==> src/sv/chrt_pkg.sv <==
// shared types, constants and helpers for the consistent hash ring table
`default_nettype none
package chrt_pkg;

    localparam int MAX_ENTRIES_DEF = 16;
    localparam int MAX_RESULTS = 16;
    localparam int HASH_W = 64;
    localparam int TAG_W = 16;
    localparam int CFG_W = 5;
    localparam int CFG_IDX_W = 1;
    localparam int QUEUE_DEPTH = 2;
    localparam int QPTR_W = $clog2(QUEUE_DEPTH);
    localparam int QCNT_W = $clog2(QUEUE_DEPTH + 1);

    localparam logic [HASH_W-1:0] HASH_SEED = 64'd1125899906842597;
    localparam logic [HASH_W-1:0] SIGN_BIT = 64'h8000_0000_0000_0000;

    localparam logic FUNC_REGISTER = 1'b0;
    localparam logic FUNC_LOOKUP = 1'b1;

    localparam logic [1:0] STATUS_OK = 2'd0;
    localparam logic [1:0] STATUS_FULL = 2'd1;
    localparam logic [1:0] STATUS_EMPTY = 2'd2;

    localparam logic [CFG_IDX_W-1:0] REG_CAPACITY = 1'b0;
    localparam logic [CFG_IDX_W-1:0] REG_REPLICA = 1'b1;

    localparam logic [CFG_W-1:0] CAPACITY_RESET = 5'd16;
    localparam logic [CFG_W-1:0] REPLICA_RESET = 5'd3;

    typedef struct packed {
        logic              func;
        logic [HASH_W-1:0] hash;
        logic [TAG_W-1:0]  tag;
    } req_t;

    // signed order compare done as unsigned on sign-flipped keys
    function automatic logic key_lt(input logic [HASH_W-1:0] a, input logic [HASH_W-1:0] b);
        key_lt = (a ^ SIGN_BIT) < (b ^ SIGN_BIT);
    endfunction

endpackage
`default_nettype wire

==> src/sv/chrt_front.sv <==
// front end: running string hash and request hand-off on the last byte
`default_nettype none
module chrt_front
(
    input  wire logic                        clk,
    input  wire logic                        rst_n,
    input  wire logic                        in_valid,
    output logic                             in_stall,
    input  wire logic                        func,
    input  wire logic [7:0]                  key_byte,
    input  wire logic                        last_byte,
    input  wire logic [chrt_pkg::TAG_W-1:0]  slave_tag,
    input  wire logic                        q_full,
    output logic                             q_push,
    output chrt_pkg::req_t                   q_req
);

    logic [chrt_pkg::HASH_W-1:0] hash_reg;
    logic [chrt_pkg::HASH_W-1:0] hash_next;
    logic [chrt_pkg::HASH_W-1:0] hash_upd;
    logic                        accept;

    assign in_stall = q_full;
    assign accept = in_valid && !q_full;

    // h * 31 + sign-extended byte
    assign hash_upd = {hash_reg[chrt_pkg::HASH_W-6:0], 5'b0} - hash_reg
                      + {{(chrt_pkg::HASH_W-8){key_byte[7]}}, key_byte};

    always_comb
    begin
        hash_next = hash_reg;
        if (accept)
        begin
            hash_next = last_byte ? chrt_pkg::HASH_SEED : hash_upd;
        end
    end

    assign q_push = accept && last_byte;
    assign q_req.func = func;
    assign q_req.hash = hash_upd;
    assign q_req.tag = slave_tag;

    always_ff @(posedge clk or negedge rst_n)
    begin
        if (!rst_n)
        begin
            hash_reg <= chrt_pkg::HASH_SEED;
        end
        else
        begin
            hash_reg <= hash_next;
        end
    end

endmodule
`default_nettype wire

==> src/sv/chrt_queue.sv <==
// short request queue between the front end and the table engine
`default_nettype none
module chrt_queue
(
    input  wire logic          clk,
    input  wire logic          rst_n,
    input  wire logic          push,
    input  wire chrt_pkg::req_t push_req,
    output logic               full,
    input  wire logic          pop,
    output logic               valid,
    output chrt_pkg::req_t     head
);

    chrt_pkg::req_t                 entries_reg [chrt_pkg::QUEUE_DEPTH];
    logic [chrt_pkg::QPTR_W-1:0]    wr_ptr_reg;
    logic [chrt_pkg::QPTR_W-1:0]    wr_ptr_next;
    logic [chrt_pkg::QPTR_W-1:0]    rd_ptr_reg;
    logic [chrt_pkg::QPTR_W-1:0]    rd_ptr_next;
    logic [chrt_pkg::QCNT_W-1:0]    cnt_reg;
    logic [chrt_pkg::QCNT_W-1:0]    cnt_next;
    logic                           do_push;
    logic                           do_pop;

    assign full = (cnt_reg == chrt_pkg::QCNT_W'(chrt_pkg::QUEUE_DEPTH));
    assign valid = (cnt_reg != '0);
    assign head = entries_reg[rd_ptr_reg];
    assign do_push = push && !full;
    assign do_pop = pop && valid;

    always_comb
    begin
        wr_ptr_next = wr_ptr_reg;
        rd_ptr_next = rd_ptr_reg;
        cnt_next = cnt_reg;
        if (do_push)
        begin
            wr_ptr_next = wr_ptr_reg + 1'b1;
        end
        if (do_pop)
        begin
            rd_ptr_next = rd_ptr_reg + 1'b1;
        end
        if (do_push && !do_pop)
        begin
            cnt_next = cnt_reg + 1'b1;
        end
        else if (!do_push && do_pop)
        begin
            cnt_next = cnt_reg - 1'b1;
        end
    end

    always_ff @(posedge clk or negedge rst_n)
    begin
        if (!rst_n)
        begin
            wr_ptr_reg <= '0;
            rd_ptr_reg <= '0;
            cnt_reg <= '0;
        end
        else
        begin
            wr_ptr_reg <= wr_ptr_next;
            rd_ptr_reg <= rd_ptr_next;
            cnt_reg <= cnt_next;
        end
    end

    always_ff @(posedge clk)
    begin
        if (do_push)
        begin
            entries_reg[wr_ptr_reg] <= push_req;
        end
    end

endmodule
`default_nettype wire

==> src/sv/chrt_back.sv <==
// table engine: sorted insert, ring lookup and result output register
`default_nettype none
module chrt_back
#(
    parameter int MAX_ENTRIES = chrt_pkg::MAX_ENTRIES_DEF
)
(
    input  wire logic                              clk,
    input  wire logic                              rst_n,
    input  wire logic [chrt_pkg::CFG_W-1:0]        table_capacity,
    input  wire logic [chrt_pkg::CFG_W-1:0]        replica_count,
    input  wire logic                              q_valid,
    input  wire chrt_pkg::req_t                    q_req,
    output logic                                   q_pop,
    output logic                                   out_valid,
    input  wire logic                              out_stall,
    output logic [1:0]                             status,
    output logic [chrt_pkg::TAG_W-1:0]             entry_tag,
    output logic signed [chrt_pkg::HASH_W-1:0]     entry_id,
    output logic                                   last_result
);

    localparam int AW = (MAX_ENTRIES > 1) ? $clog2(MAX_ENTRIES) : 1;
    localparam int CW = $clog2(MAX_ENTRIES + 1);
    localparam int XW = (CW > chrt_pkg::CFG_W) ? CW : chrt_pkg::CFG_W;

    typedef enum logic [9:0] {
        ST_IDLE  = 10'b00_0000_0001,
        ST_START = 10'b00_0000_0010,
        ST_SRCH  = 10'b00_0000_0100,
        ST_SHRD  = 10'b00_0000_1000,
        ST_SHWR  = 10'b00_0001_0000,
        ST_WRITE = 10'b00_0010_0000,
        ST_RESP  = 10'b00_0100_0000,
        ST_SCAN  = 10'b00_1000_0000,
        ST_LRD   = 10'b01_0000_0000,
        ST_LOUT  = 10'b10_0000_0000
    } state_t;

    state_t                          state_reg;
    state_t                          state_next;
    logic [CW-1:0]                   count_reg;
    logic [CW-1:0]                   count_next;
    logic [CW-1:0]                   i_reg;
    logic [CW-1:0]                   i_next;
    logic [CW-1:0]                   pos_reg;
    logic [CW-1:0]                   pos_next;
    logic [4:0]                      n_reg;
    logic [4:0]                      n_next;
    logic [4:0]                      k_reg;
    logic [4:0]                      k_next;
    chrt_pkg::req_t                  req_reg;
    chrt_pkg::req_t                  req_next;
    logic [1:0]                      resp_status_reg;
    logic [1:0]                      resp_status_next;
    logic [chrt_pkg::TAG_W-1:0]      resp_tag_reg;
    logic [chrt_pkg::TAG_W-1:0]      resp_tag_next;
    logic                            out_valid_reg;
    logic                            out_valid_next;
    logic [1:0]                      out_status_reg;
    logic [1:0]                      out_status_next;
    logic [chrt_pkg::TAG_W-1:0]      out_tag_reg;
    logic [chrt_pkg::TAG_W-1:0]      out_tag_next;
    logic [chrt_pkg::HASH_W-1:0]     out_id_reg;
    logic [chrt_pkg::HASH_W-1:0]     out_id_next;
    logic                            out_last_reg;
    logic                            out_last_next;

    logic [chrt_pkg::HASH_W-1:0]     ids_mem [MAX_ENTRIES];
    logic [chrt_pkg::TAG_W-1:0]      tags_mem [MAX_ENTRIES];
    logic [chrt_pkg::HASH_W-1:0]     rd_id_reg;
    logic [chrt_pkg::TAG_W-1:0]      rd_tag_reg;
    logic                            rd_en;
    logic [AW-1:0]                   rd_addr;
    logic                            we;
    logic [AW-1:0]                   waddr;
    logic [chrt_pkg::HASH_W-1:0]     wid;
    logic [chrt_pkg::TAG_W-1:0]      wtag;

    logic                            out_free;
    logic [CW-1:0]                   i_inc;
    logic [CW-1:0]                   i_dec;
    logic [XW-1:0]                   eff_cap;
    logic [XW-1:0]                   rep_min;
    logic [XW-1:0]                   rep_clamp;
    logic [4:0]                      n_calc;
    logic                            full;
    logic                            k_last;

    // effective capacity and replica count
    always_comb
    begin
        eff_cap = (XW'(table_capacity) < XW'(MAX_ENTRIES)) ? XW'(table_capacity)
                                                            : XW'(MAX_ENTRIES);
        rep_min = (XW'(replica_count) < eff_cap) ? XW'(replica_count) : eff_cap;
        rep_clamp = (rep_min < XW'(chrt_pkg::MAX_RESULTS)) ? rep_min
                                                            : XW'(chrt_pkg::MAX_RESULTS);
        n_calc = (rep_clamp == '0) ? 5'd1 : rep_clamp[4:0];
    end

    assign full = (XW'(count_reg) >= eff_cap);
    assign out_free = !out_valid_reg || !out_stall;
    assign i_inc = i_reg + CW'(1);
    assign i_dec = i_reg - CW'(1);
    assign k_last = ((k_reg + 5'd1) == n_reg);

    always_comb
    begin
        state_next = state_reg;
        count_next = count_reg;
        i_next = i_reg;
        pos_next = pos_reg;
        n_next = n_reg;
        k_next = k_reg;
        req_next = req_reg;
        resp_status_next = resp_status_reg;
        resp_tag_next = resp_tag_reg;
        out_valid_next = out_valid_reg;
        out_status_next = out_status_reg;
        out_tag_next = out_tag_reg;
        out_id_next = out_id_reg;
        out_last_next = out_last_reg;
        q_pop = 1'b0;
        rd_en = 1'b0;
        rd_addr = i_reg[AW-1:0];
        we = 1'b0;
        waddr = i_reg[AW-1:0];
        wid = rd_id_reg;
        wtag = rd_tag_reg;

        if (out_valid_reg && !out_stall)
        begin
            out_valid_next = 1'b0;
        end

        case (state_reg)
            ST_IDLE:
            begin
                if (q_valid)
                begin
                    q_pop = 1'b1;
                    req_next = q_req;
                    state_next = ST_START;
                end
            end
            ST_START:
            begin
                i_next = '0;
                k_next = '0;
                n_next = n_calc;
                rd_addr = '0;
                if (req_reg.func == chrt_pkg::FUNC_REGISTER)
                begin
                    resp_tag_next = req_reg.tag;
                    if (full)
                    begin
                        resp_status_next = chrt_pkg::STATUS_FULL;
                        state_next = ST_RESP;
                    end
                    else if (count_reg == '0)
                    begin
                        pos_next = '0;
                        state_next = ST_SHRD;
                    end
                    else
                    begin
                        rd_en = 1'b1;
                        state_next = ST_SRCH;
                    end
                end
                else
                begin
                    if (count_reg == '0)
                    begin
                        resp_status_next = chrt_pkg::STATUS_EMPTY;
                        resp_tag_next = '0;
                        state_next = ST_RESP;
                    end
                    else
                    begin
                        rd_en = 1'b1;
                        state_next = ST_SCAN;
                    end
                end
            end
            ST_SRCH:
            begin
                if (chrt_pkg::key_lt(rd_id_reg, req_reg.hash))
                begin
                    if (i_inc == count_reg)
                    begin
                        pos_next = count_reg;
                        i_next = count_reg;
                        state_next = ST_SHRD;
                    end
                    else
                    begin
                        i_next = i_inc;
                        rd_en = 1'b1;
                        rd_addr = i_inc[AW-1:0];
                    end
                end
                else if (rd_id_reg == req_reg.hash)
                begin
                    resp_status_next = chrt_pkg::STATUS_OK;
                    state_next = ST_RESP;
                end
                else
                begin
                    pos_next = i_reg;
                    i_next = count_reg;
                    state_next = ST_SHRD;
                end
            end
            ST_SHRD:
            begin
                if (i_reg == pos_reg)
                begin
                    state_next = ST_WRITE;
                end
                else
                begin
                    rd_en = 1'b1;
                    rd_addr = i_dec[AW-1:0];
                    state_next = ST_SHWR;
                end
            end
            ST_SHWR:
            begin
                we = 1'b1;
                i_next = i_dec;
                state_next = ST_SHRD;
            end
            ST_WRITE:
            begin
                we = 1'b1;
                waddr = pos_reg[AW-1:0];
                wid = req_reg.hash;
                wtag = req_reg.tag;
                count_next = count_reg + CW'(1);
                resp_status_next = chrt_pkg::STATUS_OK;
                state_next = ST_RESP;
            end
            ST_RESP:
            begin
                if (out_free)
                begin
                    out_valid_next = 1'b1;
                    out_status_next = resp_status_reg;
                    out_tag_next = resp_tag_reg;
                    out_id_next = req_reg.hash;
                    out_last_next = 1'b1;
                    state_next = ST_IDLE;
                end
            end
            ST_SCAN:
            begin
                if (!chrt_pkg::key_lt(req_reg.hash, rd_id_reg))
                begin
                    if (i_inc == count_reg)
                    begin
                        i_next = '0;
                        state_next = ST_LRD;
                    end
                    else
                    begin
                        i_next = i_inc;
                        rd_en = 1'b1;
                        rd_addr = i_inc[AW-1:0];
                    end
                end
                else
                begin
                    state_next = ST_LRD;
                end
            end
            ST_LRD:
            begin
                rd_en = 1'b1;
                state_next = ST_LOUT;
            end
            ST_LOUT:
            begin
                if (out_free)
                begin
                    out_valid_next = 1'b1;
                    out_status_next = chrt_pkg::STATUS_OK;
                    out_tag_next = rd_tag_reg;
                    out_id_next = rd_id_reg;
                    out_last_next = k_last;
                    k_next = k_reg + 5'd1;
                    i_next = (i_inc == count_reg) ? '0 : i_inc;
                    state_next = k_last ? ST_IDLE : ST_LRD;
                end
            end
            default:
            begin
                state_next = ST_IDLE;
            end
        endcase
    end

    always_ff @(posedge clk or negedge rst_n)
    begin
        if (!rst_n)
        begin
            state_reg <= ST_IDLE;
            count_reg <= '0;
            out_valid_reg <= 1'b0;
        end
        else
        begin
            state_reg <= state_next;
            count_reg <= count_next;
            out_valid_reg <= out_valid_next;
        end
    end

    always_ff @(posedge clk)
    begin
        i_reg <= i_next;
        pos_reg <= pos_next;
        n_reg <= n_next;
        k_reg <= k_next;
        req_reg <= req_next;
        resp_status_reg <= resp_status_next;
        resp_tag_reg <= resp_tag_next;
        out_status_reg <= out_status_next;
        out_tag_reg <= out_tag_next;
        out_id_reg <= out_id_next;
        out_last_reg <= out_last_next;
    end

    // entry store, one write and one registered read per cycle
    always_ff @(posedge clk)
    begin
        if (we)
        begin
            ids_mem[waddr] <= wid;
            tags_mem[waddr] <= wtag;
        end
        if (rd_en)
        begin
            rd_id_reg <= ids_mem[rd_addr];
            rd_tag_reg <= tags_mem[rd_addr];
        end
    end

    assign out_valid = out_valid_reg;
    assign status = out_status_reg;
    assign entry_tag = out_tag_reg;
    assign entry_id = $signed(out_id_reg);
    assign last_result = out_last_reg;

endmodule
`default_nettype wire

==> src/sv/consistent_hash_ring_table_unit.sv <==
// top level: consistent hash ring table with config registers
// usage:
// - input beats carry one string byte each (func, key_byte, last_byte, slave_tag);
//   non-final bytes are hashed at one beat per cycle while in_stall is low
// - a final byte hands the request to a two-entry queue; in_stall rises while it is full
// - register: linear search of the sorted table, then a shift (SHRD read, SHWR write)
//   per entry moved, one write, one result beat; a duplicate answers OK, no write
// - lookup: linear scan, then a read (LRD) and an output (LOUT) per result beat,
//   replica count clamped to capacity beats in all; the entry memory read is registered
// - a request that finds the table full or empty answers through START and RESP
// - results leave through an output register; out_stall holds it and the
//   engine waits, while the front end keeps hashing until the queue fills
// - config writes (cfg_we, cfg_index, cfg_data) are registered; the user must
//   write them only while idle, which the block itself does not enforce
// - reset: hash back to the seed, table empty, capacity 16, replica count 3
`default_nettype none
module consistent_hash_ring_table_unit
#(
    parameter int MAX_ENTRIES = chrt_pkg::MAX_ENTRIES_DEF
)
(
    input  wire logic                                clk,
    input  wire logic                                rst_n,
    input  wire logic                                cfg_we,
    input  wire logic [chrt_pkg::CFG_IDX_W-1:0]      cfg_index,
    input  wire logic [chrt_pkg::CFG_W-1:0]          cfg_data,
    input  wire logic                                in_valid,
    output logic                                     in_stall,
    input  wire logic                                func,
    input  wire logic [7:0]                          key_byte,
    input  wire logic                                last_byte,
    input  wire logic [chrt_pkg::TAG_W-1:0]          slave_tag,
    output logic                                     out_valid,
    input  wire logic                                out_stall,
    output logic [1:0]                               status,
    output logic [chrt_pkg::TAG_W-1:0]               entry_tag,
    output logic signed [chrt_pkg::HASH_W-1:0]       entry_id,
    output logic                                     last_result
);

    logic [chrt_pkg::CFG_W-1:0] capacity_reg;
    logic [chrt_pkg::CFG_W-1:0] capacity_next;
    logic [chrt_pkg::CFG_W-1:0] replica_reg;
    logic [chrt_pkg::CFG_W-1:0] replica_next;

    logic            q_full;
    logic            q_push;
    chrt_pkg::req_t  q_push_req;
    logic            q_valid;
    logic            q_pop;
    chrt_pkg::req_t  q_head;

    always_comb
    begin
        capacity_next = capacity_reg;
        replica_next = replica_reg;
        if (cfg_we)
        begin
            case (cfg_index)
                chrt_pkg::REG_CAPACITY: capacity_next = cfg_data;
                chrt_pkg::REG_REPLICA:  replica_next = cfg_data;
                default:                capacity_next = capacity_reg;
            endcase
        end
    end

    always_ff @(posedge clk or negedge rst_n)
    begin
        if (!rst_n)
        begin
            capacity_reg <= chrt_pkg::CAPACITY_RESET;
            replica_reg <= chrt_pkg::REPLICA_RESET;
        end
        else
        begin
            capacity_reg <= capacity_next;
            replica_reg <= replica_next;
        end
    end

    chrt_front u_front
    (
        .clk       (clk),
        .rst_n     (rst_n),
        .in_valid  (in_valid),
        .in_stall  (in_stall),
        .func      (func),
        .key_byte  (key_byte),
        .last_byte (last_byte),
        .slave_tag (slave_tag),
        .q_full    (q_full),
        .q_push    (q_push),
        .q_req     (q_push_req)
    );

    chrt_queue u_queue
    (
        .clk      (clk),
        .rst_n    (rst_n),
        .push     (q_push),
        .push_req (q_push_req),
        .full     (q_full),
        .pop      (q_pop),
        .valid    (q_valid),
        .head     (q_head)
    );

    chrt_back #(
        .MAX_ENTRIES (MAX_ENTRIES)
    ) u_back
    (
        .clk            (clk),
        .rst_n          (rst_n),
        .table_capacity (capacity_reg),
        .replica_count  (replica_reg),
        .q_valid        (q_valid),
        .q_req          (q_head),
        .q_pop          (q_pop),
        .out_valid      (out_valid),
        .out_stall      (out_stall),
        .status         (status),
        .entry_tag      (entry_tag),
        .entry_id       (entry_id),
        .last_result    (last_result)
    );

endmodule
`default_nettype wire

==> config.mk <==
export PLATFORM = sky130hd
export DESIGN_NAME = consistent_hash_ring_table_unit
export DESIGN_NICKNAME = d
export VERILOG_FILES = /design/src/sv/chrt_pkg.sv /design/src/sv/chrt_front.sv /design/src/sv/chrt_queue.sv /design/src/sv/chrt_back.sv /design/src/sv/consistent_hash_ring_table_unit.sv
export SDC_FILE = /design/constraint.sdc
export NUM_CORES = 2
export LEC_CHECK = 0
export BUFFER_PORTS_ARGS = -buffer_cell sky130_fd_sc_hd__buf_4
export CORE_ASPECT_RATIO = 1.25
export CORE_MARGIN = 10
export CORE_UTILIZATION = 45
export DETAILED_ROUTE_END_ITERATION = 6
export PLACE_DENSITY_LB_ADDON = 0.15
export SETUP_SLACK_MARGIN = 0.2
export SYNTH_ARGS = -nofsm -noshare
export SYNTH_HDL_FRONTEND = slang
export SYNTH_SLANG_ARGS = --single-unit
==> constraint.sdc <==
create_clock -name clk -period 6.8 [get_ports clk]
set_input_delay 1.02 -clock clk [delete_from_list [all_inputs] [get_ports clk]]
set_output_delay 1.02 -clock clk [all_outputs]
set_load 0.05 [all_outputs]
==> impl_results.html <==
<table>
<tr><th>Metric</th><th>Value</th></tr>
<tr><th colspan="2">Run status</th></tr>
<tr><td>Result of the run</td><td>complete, but fails checks</td></tr>
<tr><td>Failing checks</td><td>design-rule violations</td></tr>
<tr><th colspan="2">Power</th></tr>
<tr><td>Highest ir drop seen on vdd</td><td>0.000429 V</td></tr>
<tr><td>Leakage power figure</td><td>between 30 and 40 nW</td></tr>
<tr><td>Pwr per Cell Area</td><td>between 400 and 500 nW/um2</td></tr>
<tr><th colspan="2">Die</th></tr>
<tr><td>Die area</td><td>about 190000 um2</td></tr>
<tr><td>Die X-Extent</td><td>393 um</td></tr>
<tr><td>Core area</td><td>173000 um2</td></tr>
<tr><td>Starting density of the core</td><td>0.452</td></tr>
<tr><td>Placement Rows</td><td>around 170</td></tr>
<tr><td>Die Ht</td><td>486 um</td></tr>
<tr><td>I/O pin count</td><td>122</td></tr>
<tr><th colspan="2">Worst hold path</th></tr>
<tr><td>Type of the most critical hold path</td><td>input port to async pin</td></tr>
<tr><th colspan="2">Setup path</th></tr>
<tr><td>Delay of the slowest critical-path stage</td><td>930 ps</td></tr>
<tr><td>CP Data Arrival Time</td><td>6240 ps</td></tr>
<tr><td>Slack of the worst reg-to-reg path</td><td>1050 ps</td></tr>
<tr><td>Endpoint of the worst-slack reg-to-reg timing path</td><td>u_back.rd_id_reg[17]</td></tr>
<tr><td>Cell at the slowest stage of the critical path</td><td>o221ai_1</td></tr>
<tr><td>Worst Path Max Fanout</td><td>13</td></tr>
<tr><td>Launch point of the worst path</td><td>u_back.rd_id_reg[29]</td></tr>
<tr><td>Origin of the critical flop-to-flop path</td><td>u_back.rd_id_reg[29]</td></tr>
<tr><td>Crit path kind</td><td>register to register</td></tr>
<tr><td>Critical path, cell by cell</td><td>ha_1 &gt; nand4_1 &gt; or4_1 &gt; nor4_1 &gt; buf_4 &gt; and4_1 &gt; a21oi_1 &gt; nor2_1 &gt; o21ai_0 &gt; o221ai_1 &gt; nor2_4 &gt; buf_4 &gt; a32oi_1 &gt; o221ai_1</td></tr>
<tr><td>Kind of capture point of the worst setup path</td><td>register</td></tr>
<tr><td>Startpoint Class</td><td>register</td></tr>
<tr><td>Reg2reg path depth</td><td>14</td></tr>
<tr><td>Worst EP required</td><td>7290 ps</td></tr>
<tr><th colspan="2">Synthesis</th></tr>
<tr><td>Cell area after synthesis</td><td>between 70000 and 80000 um2</td></tr>
<tr><td>Yosys cell types</td><td>72</td></tr>
<tr><td>Fraction of the yosys area taken by sequential cells</td><td>0.692</td></tr>
<tr><td>Warnings, synthesis</td><td>0</td></tr>
<tr><td>Synthesized Nets</td><td>6243</td></tr>
<tr><td>Async SR Flop Fraction</td><td>0.0517</td></tr>
<tr><td>Synthesized instance count</td><td>6000</td></tr>
<tr><td>Leading area contributor after synthesis</td><td>edfxtp_1</td></tr>
<tr><td>Number of flops mapped to enable cells by yosys</td><td>approximately 1700</td></tr>
<tr><td>Post-synthesis area per instance</td><td>13.1 um2</td></tr>
<tr><td>Top cell type's share of synthesized area</td><td>0.661</td></tr>
<tr><td>Top post-synthesis cells by area</td><td>edfxtp_1 (66%), nand2_1 (4.6%), mux2i_1 (3.1%)</td></tr>
<tr><td>Leading register cell type out of synthesis</td><td>edfxtp_1</td></tr>
<tr><td>Number of storage elements in the synthesis netlist</td><td>around 1800</td></tr>
<tr><th colspan="2">CTS</th></tr>
<tr><td>Number of setup buffers added after CTS</td><td>0</td></tr>
<tr><td>Total clock sinks</td><td>1818</td></tr>
<tr><td>Post-CTS resize count</td><td>0</td></tr>
<tr><td>Clock tree from TritonCTS</td><td>done</td></tr>
<tr><td>Clock-pin slew on the worst setup and hold paths</td><td>about 60 ps</td></tr>
<tr><td>H-tree levels</td><td>4</td></tr>
<tr><td>Worst-case clock buffer depth</td><td>3</td></tr>
<tr><td>Clock insertion delay at the later pin of the skew report</td><td>~820 ps</td></tr>
<tr><td>CTS hold repair buffers</td><td>0</td></tr>
<tr><td>Number of buffers created by CTS</td><td>180</td></tr>
<tr><td>Cell at the root of the clock tree</td><td>clkbuf_16</td></tr>
<tr><th colspan="2">Timing</th></tr>
<tr><td>Post-Route Hold Slack</td><td>227 ps</td></tr>
<tr><td>Highest clock rate</td><td>approximately 170 MHz</td></tr>
<tr><td>Tightest Pin Transition</td><td>1220 ps</td></tr>
<tr><td>Slew Limit Fails</td><td>0</td></tr>
<tr><td>Skew final</td><td>33.4 ps</td></tr>
<tr><td>Min cycle time layout</td><td>5750 ps</td></tr>
<tr><td>Worst slew margin relative to its limit</td><td>0.188</td></tr>
<tr><td>Setup TNS</td><td>0 ps</td></tr>
<tr><td>Post-route fraction of the period consumed by the critical path</td><td>0.846</td></tr>
<tr><td># setup viols final</td><td>0</td></tr>
<tr><td>Count of endpoints failing hold in the final timing report</td><td>0</td></tr>
<tr><td>Setup repair after global routing missed its margin</td><td>false</td></tr>
<tr><th colspan="2">Routing</th></tr>
<tr><td>Wire length reported by the detailed router</td><td>212 mm</td></tr>
<tr><td>Drt via density</td><td>approximately 5.6</td></tr>
<tr><td>Vias after detailed routing</td><td>about 48000</td></tr>
<tr><td>Remaining routing DRC violations</td><td>1</td></tr>
<tr><td>Drt first-iter violations</td><td>4490</td></tr>
<tr><td>Top routing layer in use</td><td>met5</td></tr>
<tr><td>Met1 routed wirelength after detailed routing</td><td>~90 mm</td></tr>
<tr><td>WL met3</td><td>~13 mm</td></tr>
<tr><td>Routed Antenna Nets</td><td>0</td></tr>
<tr><td>Number of detailed-route iterations in the first pass</td><td>7</td></tr>
<tr><td>Routed length per instance</td><td>24.7 um</td></tr>
<tr><td>Met2 Routed Length</td><td>103 mm</td></tr>
<tr><th colspan="2">Global routing</th></tr>
<tr><td>Overall global routing resource usage</td><td>0.220</td></tr>
<tr><td>Wire length of the first global-routing pass</td><td>314 mm</td></tr>
<tr><td>Vias in the first global route</td><td>48300</td></tr>
<tr><td>Largest net degree at the start of global routing</td><td>100</td></tr>
<tr><td>Total overflow reported by the global router</td><td>0</td></tr>
<tr><td>Initial antenna violation count</td><td>15</td></tr>
<tr><th colspan="2">Final layout</th></tr>
<tr><td>Net count, final</td><td>6436</td></tr>
<tr><td>Fraction of layout instances using a drive strength above 1</td><td>0.118</td></tr>
<tr><td>Most frequent standard cell in the layout excluding fill and tap cells</td><td>edfxtp_1</td></tr>
<tr><td>Count of filler cells inserted in the layout</td><td>14700</td></tr>
<tr><td>Area growth from synthesis to layout</td><td>13.4%</td></tr>
<tr><td>Max FFs per register</td><td>1024</td></tr>
<tr><td>Leading cell types in the layout, fill and taps excluded</td><td>edfxtp_1 (1724), nand2_1 (963), nor2_1 (595), nand3_1 (285), inv_1 (280)</td></tr>
<tr><th colspan="2">Place</th></tr>
<tr><td>Final GP Congestion</td><td>0.897</td></tr>
<tr><td>HPWL Detailed</td><td>123 mm</td></tr>
<tr><td>IO buf count</td><td>121</td></tr>
<tr><th colspan="2">Job</th></tr>
<tr><td>Max cap viols</td><td>0</td></tr>
</table>
cells in the mapped netlist (30+ instances only):
library cell / count
mux2_2: 90
fa_1: 59
a21o_1: 56
nand4_1: 30
ha_1: 147
buf_2: 66
inv_1: 282
clkbuf_1: 192
xnor2_1: 60
nor2_1: 614
nand3_1: 286
o21ai_1: 117
a21oi_1: 163
nand2_1: 966
nand3b_1: 82
a32oi_1: 83
o221ai_1: 83
edfxtp_1: 1724
dfstp_2: 51
xor2_1: 36
mux2i_1: 243
o21ai_0: 239
dfrtp_1: 43
worst max-delay path: cells and delay by family, from the launching register on:
kind | cells | cell delay, ps
AND/OR/NAND/NOR | 6 | 2200
adder cells (fa/ha/maj) | 1 | 350
buffers and inverters | 2 | 530
flip-flops | 1 | 480
AO/OA/AOI/OAI | 5 | 1820
per-layer routing:
metal	up-vias	GRT usage
met5	-	0
met4	2	0.0636
met3	325	0.0304
met2	1471	0.366
met1	24500	0.299
li1	22100	-
cell families after synthesis:
group / count (synthesis) / synth area share
AO/OA/AOI/OAI: 854 / 0.0685
XOR/XNOR: 96 / 0.0107
adder cells (fa/ha/maj): 206 / 0.0386
buffers and inverters: 593 / 0.0316
flip-flops: 1818 / 0.692
multiplexers: 334 / 0.0443
AND/OR/NAND/NOR: 2099 / 0.114
through the flow:
stage / std cells / area, um2 / worst slack, ps / util / total power, mW
after floorplan: 6000 / 78300 / 528 / - / 23.5
after global placement: 8260 / 83100 / 957 / 0.479 / 28.3
after detailed placement: 8260 / 83100 / 902 / 0.479 / 28.4
after CTS: 8591 / 88800 / 1050 / 0.512 / 38.3
after global routing: 8592 / 88800 / 913 / 0.512 / 40.0
final: 8594 / 88800 / 1050 / 0.513 / 38.1
area by class of cell:
class | count | area (um2) | area share
inverters | 283 | 1070 | 0.0120
flip-flops and latches | 1818 | 54200 | 0.610
multi-input cells | 3589 | 21900 | 0.246
clock inverters | 94 | 881 | 0.00992
well taps | 2249 | 2810 | 0.0317
diodes | 3 | 7.51 | 0.0000845
repair buffers | 321 | 3100 | 0.0349
clock buffers | 237 | 4880 | 0.0550
worst max-delay path by stage:
stage | end | slack [ps]
finish | u_back.rd_id_reg[17] | 1050
global route | u_back.rd_id_reg[17] | 910
CTS | u_back.rd_id_reg[17] | 1050
detailed placement | u_front.hash_reg[62] | 900
global placement | u_front.hash_reg[62] | 960
floorplan | u_front.hash_reg[62] | 530
report_power, final:
part / switching (mW) / internal [mW] / total, mW
logic: 9.00 / 4.54 / 13.5
registers: 0.529 / 14.2 / 14.7
clock network: 4.24 / 5.59 / 9.83
total: 13.8 / 24.3 / 38.1
(Power assumes the default switching activity.)
